--- src/hdl/slsf_pkg.sv ---
package slsf_pkg;

    localparam int unsigned BYTE_W = 8;
    localparam int unsigned SUM_W  = 16;   // largest frame sum stays below 2**16
    localparam int unsigned CHK_W  = 32;

    localparam logic [BYTE_W-1:0] MIN_FRAME_LEN  = 8'd5;
    localparam logic [BYTE_W-1:0] SUM_BYTES      = 8'd4;
    localparam logic [BYTE_W-1:0] SYNC_RESET     = 8'h55;
    localparam logic [BYTE_W-1:0] MAX_LEN_RESET  = 8'd200;

    // configuration register indexes
    localparam logic REG_SYNC_BYTE  = 1'b0;
    localparam logic REG_MAX_LENGTH = 1'b1;

    typedef enum logic [1:0] {
        PH_HUNT = 2'd0,
        PH_LEN  = 2'd1,
        PH_BODY = 2'd2
    } phase_t;

    typedef struct packed {
        logic [BYTE_W-1:0] out_byte;
        logic [BYTE_W-1:0] byte_index;
        logic              frame_end;
        logic              checksum_ok;
        logic [BYTE_W-1:0] message_id;
    } result_t;

endpackage

--- src/hdl/slsf_parser.sv ---
module slsf_parser (
    input  logic                            aclk,
    input  logic                            aresetn,
    input  logic                            accept,
    input  logic [slsf_pkg::BYTE_W-1:0]     rx_byte,
    input  logic [slsf_pkg::BYTE_W-1:0]     sync_byte,
    input  logic [slsf_pkg::BYTE_W-1:0]     max_length,
    output logic                            res_valid,
    output slsf_pkg::result_t               res
);
    import slsf_pkg::*;

    phase_t            phase_reg, phase_next;
    logic [BYTE_W-1:0] frame_length_reg, frame_length_next;
    logic [BYTE_W-1:0] byte_count_reg, byte_count_next;
    logic [SUM_W-1:0]  running_sum_reg, running_sum_next;
    logic [CHK_W-1:0]  received_sum_reg, received_sum_next;
    logic [BYTE_W-1:0] held_id_reg, held_id_next;

    logic [BYTE_W-1:0] payload_len;
    logic [1:0]        lane_diff;
    logic [BYTE_W-1:0] count_inc;
    logic [SUM_W-1:0]  sum_plus;
    logic [CHK_W-1:0]  received_ins;
    logic              emit;
    logic              end_now;

    assign payload_len = frame_length_reg - SUM_BYTES;
    // low two bits of count minus length give the checksum lane
    assign lane_diff   = byte_count_reg[1:0] - frame_length_reg[1:0];
    assign count_inc   = byte_count_reg + 8'd1;
    assign sum_plus    = running_sum_reg + {{(SUM_W-BYTE_W){1'b0}}, rx_byte};

    always_comb begin
        received_ins = received_sum_reg;
        case (lane_diff)
            2'd0:    received_ins[7:0]   = rx_byte;
            2'd1:    received_ins[15:8]  = rx_byte;
            2'd2:    received_ins[23:16] = rx_byte;
            default: received_ins[31:24] = rx_byte;
        endcase
    end

    always_comb begin
        phase_next         = phase_reg;
        frame_length_next  = frame_length_reg;
        byte_count_next    = byte_count_reg;
        running_sum_next   = running_sum_reg;
        received_sum_next  = received_sum_reg;
        held_id_next       = held_id_reg;
        emit               = 1'b0;
        end_now            = 1'b0;
        res.out_byte       = '0;
        res.byte_index     = '0;
        res.frame_end      = 1'b0;
        res.checksum_ok    = 1'b0;
        res.message_id     = '0;
        unique case (phase_reg)
            PH_LEN: begin
                if (rx_byte < MIN_FRAME_LEN || rx_byte >= max_length) begin
                    phase_next        = PH_HUNT;
                    frame_length_next = '0;
                    byte_count_next   = '0;
                    running_sum_next  = '0;
                    received_sum_next = '0;
                    held_id_next      = '0;
                end else begin
                    phase_next        = PH_BODY;
                    frame_length_next = rx_byte;
                    byte_count_next   = '0;
                    received_sum_next = '0;
                    running_sum_next  = sum_plus;
                end
            end
            PH_BODY: begin
                byte_count_next = count_inc;
                if (byte_count_reg < payload_len) begin
                    running_sum_next = sum_plus;
                    if (byte_count_reg == '0) begin
                        held_id_next = rx_byte;
                    end
                    emit           = 1'b1;
                    res.out_byte   = rx_byte;
                    res.byte_index = byte_count_reg;
                end else begin
                    received_sum_next = received_ins;
                    if (count_inc >= frame_length_reg) begin
                        emit              = 1'b1;
                        end_now           = 1'b1;
                        res.frame_end     = 1'b1;
                        res.checksum_ok   =
                            (received_ins == {{(CHK_W-SUM_W){1'b0}}, running_sum_reg});
                        res.message_id    = held_id_reg;
                        phase_next        = PH_HUNT;
                        frame_length_next = '0;
                        byte_count_next   = '0;
                        running_sum_next  = '0;
                        received_sum_next = '0;
                        held_id_next      = '0;
                    end
                end
            end
            default: begin
                // hunting, also the unused phase code
                if (rx_byte == sync_byte) begin
                    phase_next        = PH_LEN;
                    frame_length_next = '0;
                    byte_count_next   = '0;
                    running_sum_next  = {{(SUM_W-BYTE_W){1'b0}}, rx_byte};
                    received_sum_next = '0;
                    held_id_next      = '0;
                end else begin
                    phase_next = PH_HUNT;
                end
            end
        endcase
    end

    assign res_valid = accept && emit;

    always_ff @(posedge aclk) begin
        if (!aresetn) begin
            phase_reg        <= PH_HUNT;
            frame_length_reg <= '0;
            byte_count_reg   <= '0;
            running_sum_reg  <= '0;
            received_sum_reg <= '0;
            held_id_reg      <= '0;
        end else if (accept) begin
            phase_reg        <= phase_next;
            frame_length_reg <= frame_length_next;
            byte_count_reg   <= byte_count_next;
            running_sum_reg  <= running_sum_next;
            received_sum_reg <= received_sum_next;
            held_id_reg      <= held_id_next;
        end
    end

    body_bounds_a: assert property (@(posedge aclk) disable iff (!aresetn)
        phase_reg == PH_BODY |->
            frame_length_reg >= MIN_FRAME_LEN && byte_count_reg < frame_length_reg)
        else $error("body counter out of frame bounds");

    len_clean_a: assert property (@(posedge aclk) disable iff (!aresetn)
        phase_reg == PH_LEN |-> byte_count_reg == '0 && received_sum_reg == '0)
        else $error("length phase with stale frame state");

    end_rehunt_a: assert property (@(posedge aclk) disable iff (!aresetn)
        accept && end_now |=> phase_reg == PH_HUNT && running_sum_reg == '0)
        else $error("frame end did not return to hunting");

    end_is_result_a: assert property (@(posedge aclk) disable iff (!aresetn)
        end_now |-> emit && phase_reg == PH_BODY)
        else $error("frame end outside body phase");

endmodule

--- src/hdl/slsf_out_reg.sv ---
module slsf_out_reg (
    input  logic                aclk,
    input  logic                aresetn,
    input  logic                in_valid,
    input  slsf_pkg::result_t   in_res,
    output logic                in_ready,
    output logic                out_valid,
    output slsf_pkg::result_t   out_res,
    input  logic                out_ready
);
    import slsf_pkg::*;

    logic    valid_reg;
    result_t res_reg;

    // slot frees up in the same cycle it drains
    assign in_ready  = !valid_reg || out_ready;
    assign out_valid = valid_reg;
    assign out_res   = res_reg;

    always_ff @(posedge aclk) begin
        if (!aresetn) begin
            valid_reg <= 1'b0;
        end else if (in_ready) begin
            valid_reg <= in_valid;
        end
    end

    always_ff @(posedge aclk) begin
        if (in_ready && in_valid) begin
            res_reg <= in_res;
        end
    end

endmodule

--- src/hdl/sync_length_sum_framer.sv ---
// Byte-serial frame parser. Bytes enter on the s_ stream one per request; the
// block hunts for the sync byte, takes a length byte L (5 <= L < max_length,
// else it drops back to hunting), then L body bytes. The first L-4 body bytes
// are payload and each leaves on the m_ stream with its index; the last four
// are a little-endian sum of sync, length and payload bytes. The final one
// gives a single request with m_tlast high carrying checksum verdict and id.
// Registers are written through cfg_we/cfg_addr/cfg_wdata (index 0 sync byte,
// index 1 max length); the user must write them only while no frame is in
// flight, which the block does not enforce. One byte per cycle is taken while
// s_tready is high; the parse state updates in the accepting cycle and a result
// register raises m_tvalid in the next cycle. s_tready drops only while the
// result register is full and m_tready is low. Synchronous reset returns to
// hunting, empties the result register and loads sync 0x55, max length 200.
module sync_length_sum_framer (
    input  logic                         aclk,
    input  logic                         aresetn,
    input  logic                         s_tvalid,
    output logic                         s_tready,
    input  logic [7:0]                   s_tdata,   // [7:0] rx_byte
    output logic                         m_tvalid,
    input  logic                         m_tready,
    // [7:0] out_byte, [15:8] byte_index, [16] checksum_ok, [24:17] message_id, rest zero
    output logic [31:0]                  m_tdata,
    output logic                         m_tlast,   // frame_end
    input  logic                         cfg_we,
    input  logic                         cfg_addr,
    input  logic [7:0]                   cfg_wdata
);
    import slsf_pkg::*;

    logic [BYTE_W-1:0] sync_byte_reg;
    logic [BYTE_W-1:0] max_length_reg;
    logic              accept;
    logic              res_valid;
    result_t           res;
    result_t           m_res;

    always_ff @(posedge aclk) begin
        if (!aresetn) begin
            sync_byte_reg  <= SYNC_RESET;
            max_length_reg <= MAX_LEN_RESET;
        end else if (cfg_we) begin
            unique case (cfg_addr)
                REG_SYNC_BYTE:  sync_byte_reg  <= cfg_wdata;
                REG_MAX_LENGTH: max_length_reg <= cfg_wdata;
                default:        ;
            endcase
        end
    end

    assign accept = s_tvalid && s_tready;

    slsf_parser u_parser (
        .aclk       (aclk),
        .aresetn    (aresetn),
        .accept     (accept),
        .rx_byte    (s_tdata),
        .sync_byte  (sync_byte_reg),
        .max_length (max_length_reg),
        .res_valid  (res_valid),
        .res        (res)
    );

    slsf_out_reg u_out_reg (
        .aclk      (aclk),
        .aresetn   (aresetn),
        .in_valid  (res_valid),
        .in_res    (res),
        .in_ready  (s_tready),
        .out_valid (m_tvalid),
        .out_res   (m_res),
        .out_ready (m_tready)
    );

    assign m_tdata = {7'd0, m_res.message_id, m_res.checksum_ok,
                      m_res.byte_index, m_res.out_byte};
    assign m_tlast = m_res.frame_end;

endmodule

--- config.mk ---
export PLATFORM = sky130hd
export DESIGN_NAME = sync_length_sum_framer
export DESIGN_NICKNAME = d
export VERILOG_FILES = /design/src/hdl/slsf_pkg.sv /design/src/hdl/slsf_parser.sv /design/src/hdl/slsf_out_reg.sv /design/src/hdl/sync_length_sum_framer.sv
export SDC_FILE = /design/constraint.sdc
export NUM_CORES = 1
export LEC_CHECK = 0
export BUFFER_PORTS_ARGS = -buffer_cell sky130_fd_sc_hd__buf_2
export CAP_MARGIN = 10
export CELL_PAD_IN_SITES_DETAIL_PLACEMENT = 1
export CELL_PAD_IN_SITES_GLOBAL_PLACEMENT = 2
export CORE_ASPECT_RATIO = 0.9
export CORE_MARGIN = 1
export CORE_UTILIZATION = 33
export CTS_CLUSTER_SIZE = 30
export DETAILED_ROUTE_END_ITERATION = 12
export PLACE_DENSITY_LB_ADDON = 0.1
export RECOVER_POWER = 50
export SLEW_MARGIN = 20
export SYNTH_ARGS = -nofsm -noshare
export SYNTH_HDL_FRONTEND = slang
export SYNTH_SLANG_ARGS = --single-unit
export TNS_END_PERCENT = 20
--- constraint.sdc ---
create_clock -name aclk -period 3.15 [get_ports aclk]
set_clock_uncertainty 0.15 [all_clocks]
set_input_delay 0.63 -clock aclk [delete_from_list [all_inputs] [get_ports aclk]]
set_output_delay 0.63 -clock aclk [all_outputs]
set_load 0.01 [all_outputs]
==> impl_results.md <==
* WP data required at 3.35 ns
* Post-DRT Antenna Nets at 0
* Async set or reset register ratio after synthesis at 0%
* Sequential cell area at 2620 um2
* Endpoint, Worst Hold: sync_byte_reg[2]$_SDFFE_PN1P_
* Final worst slack at 0.0735 ns
* Cell Area, Placed at 7290 um2
* Crit path launch type: flip-flop
* Critical R2R Launch: u_parser.byte_count_reg[3]$_SDFFE_PN0P_
* Number of synthesized register bits at between 100 and 150
* Largest fanout on the critical path at 8
* Gate Count Post-Synth at 735
* Max reg flops at 32
* First-pass GRT wire length at approximately 33 mm
* CTS Hold Bufs at 0
* Area growth syn-to-layout at 25.9%
* CTS clk-pin slew, worst paths at roughly 0.060 ns
* Hold Crit Start: cfg_wdata[2]
* Tmin final at 3.08 ns
* Die Height at 134 um
* Layout Utilization at 43.1%
* Core box area at 18700 um2
* Pre-antenna DRT Iters at 4
* Total GRT Usage at ~22%
* Row cnt at 47
* DRT iter0 DRCs at between 200 and 300
* Final setup viols at 0
* Max-cap violations at 0
* Grt total ovfl at 0
* Total power at between 0.003 and 0.004 W
* Final critical-path share of the clock period at ~98%
* Slew Limit Headroom at 45.8%
* Worst Hold Path Cells at 3
* Die X at roughly 150 um
* Area of the multi-input gates at around 3600 um2
* Clock Latency Late Sink at 0.43 ns
* Worst-margin pin slew at 0.812 ns
* Clock buffer depth at 2
* R2R setup slack at 0.07 ns
* H-tree depth at 4
* Kind of critical path: flip-flop to flip-flop
* Vias at between 5k and 6k
* FF-to-FF path depth at 12
* Final Hold Viols at 0
* Fraction of layout cells with a size suffix above 1 at 18.8%
* Cell variety after synth at just under 60
* Arrival time worst endpoint at roughly 3.3 ns
* HP Class: primary input to flip-flop
* Number of global-route vias before repair at 6085
* Layout Nets at 889
* Dpl hpwl at 15.6 mm
* Total negative setup slack at 0 ns
* Mapped Avg Cell Area at 8.71 um2
* EDFF count, synth at 26
* Post-synthesis cell area at 6400 um2
* Vias per cell at roughly 5.4
* DRC Markers at 0
* Setup crit end kind: flip-flop
* Inserted Clock Buffers at 17
* FF-to-FF End: u_parser.received_sum_reg[22]$_SDFFE_PN0P_
* Initial antenna violation count at 0
* Largest net degree at the start of global routing at 35
* Total clock sinks at 117
* Worst VDD drop at 0.376 mV
* RSZ-0062 raised after global routing: true
* I/O Buffers at 49
* Final Slew Violations at 0
* Final instance area at 8070 um2
* Pre-CTS WS at -0.0114 ns
* Commonest cells after routing, fill and taps aside: 117 x nand2_1, 85 x dfxtp_1, 65 x buf_4
* CTS tree: built
* Placer congestion estimate at 0.882
* Die Area at 20000 um2
* Post-synthesis sequential area ratio at about two fifths
* Fmax at 325 MHz
* Drt wl/cell at 19.7 um
* Root Driver: clkbuf_16
* IO Pins at 57
* Leakage at 3.24 nW
* Pwr Density at 465 nW/um2
* Commonest non-fill, non-tap cell in the layout: nand2_1
* Filler cells at 2197
* Starting density of the core at 34.2%
* Status: finished, final reports clean
* Most used flip-flop cell after synthesis: dfxtp_1
* WL final at 21.4 mm
* Synth warn at 0
* # diodes at 0
==> cell usage after synthesis, types with 8 or more instances <==
library cell / n / area share (%)
o211ai_1: 10 / 1.2
xor2_1: 26 / 3.6
nor3_1: 11 / 0.86
mux2i_1: 22 / 3.4
buf_2: 9 / 0.70
clkbuf_1: 33 / 1.9
nand4_1: 17 / 1.7
a31oi_1: 12 / 1.2
dfxtp_1: 91 / 28
xnor2_1: 12 / 1.6
inv_1: 24 / 1.4
o21ai_0: 20 / 1.6
nand2_1: 117 / 6.9
o22ai_1: 47 / 4.6
and3_1: 8 / 0.78
edfxtp_1: 26 / 12
nand3_1: 27 / 2.1
a21o_1: 9 / 1.1
and2_1: 23 / 2.2
a21oi_1: 32 / 2.5
ha_1: 36 / 7.0
nor2_1: 33 / 1.9
==> layout make-up <==
type	instances	area share, %
well taps	245	3.80
repair buffers	123	10.3
inverters	25	1.16
multi-input cells	545	44.8
flip-flops and latches	117	32.5
clock inverters	14	1.86
clock buffers	18	5.58
==> per-stage QoR <==
step / hold slack (ns) / instances
6_report: 0.286 / 1087
4_1_cts: 0.271 / 1081
2_1_floorplan: 0.286 / 741
3_3_place_gp: 0.300 / 1049
5_1_grt: 0.309 / 1087
3_5_place_dp: 0.299 / 1049
==> layer usage <==
metal / vias to the layer above / wire, um / GRT usage [%]
li1: 2825 / - / -
met1: 2943 / 10300 / 29.8
met2: 125 / 9900 / 35.6
met3: 21 / 910 / 3.37
met4: 0 / 290 / 6.97
met5: - / 0 / 0
==> where the power goes <==
part	internal, W	switching (W)	total, W
Clock	0.00117	0.000833	0.00200
Combinational	0.0000670	0.000143	0.000210
Sequential	0.00153	0.00000714	0.00154
==> worst max-delay path, stage by stage, from the launching register on <==
cell,delay [ns]
dfxtp_2,0.39
nand2_1,0.08
nor2_1,0.11
nand3_1,0.14
xnor2_1,0.17
ha_1,0.34
and3_4,0.17
a221oi_2,0.20
buf_4,0.15
o211ai_1,0.15
buf_4,0.19
or4_4,0.57
o22ai_2,0.19
==> worst max path at each step <==
stage / startpoint / end / slack (ns) / cells past startpoint
2_1_floorplan: u_parser.byte_count_reg[1]$_SDFFE_PN0P_ / u_out_reg.out_valid$_SDFFE_PN0N_ / 0.002 / 11
3_3_place_gp: u_parser.byte_count_reg[2]$_SDFFE_PN0P_ / u_parser.received_sum_reg[26]$_SDFFE_PN0P_ / 0.004 / 10
4_1_cts: u_parser.byte_count_reg[2]$_SDFFE_PN0P_ / u_parser.received_sum_reg[20]$_SDFFE_PN0P_ / 0.001 / 11
3_5_place_dp: u_parser.byte_count_reg[0]$_SDFFE_PN0P_ / u_parser.received_sum_reg[20]$_SDFFE_PN0P_ / -0.01 / 12
6_report: u_parser.byte_count_reg[3]$_SDFFE_PN0P_ / u_parser.received_sum_reg[22]$_SDFFE_PN0P_ / 0.07 / 12
5_1_grt: u_parser.byte_count_reg[5]$_SDFFE_PN0P_ / u_parser.received_sum_reg[22]$_SDFFE_PN0P_ / -0.07 / 11
==> repair_timing <==
item / CTS / global route
buffers inserted: 0 / 5
endpoints found under the setup margin: 7 / 106
cloned: 0 / 1
pin swaps: 1 / 16
gates resized for setup: 2 / 34
==> cell families after synthesis <==
family	share of synthesized area, %
simple gates	20.4
compound gates	17.2
flops	40.6
buf+inv	5.45
fa+ha+maj	7.66
xor+xnor	5.20
mux	3.44
other cells	0.0585
No activity file was read; power rests on OpenSTA's default activity.
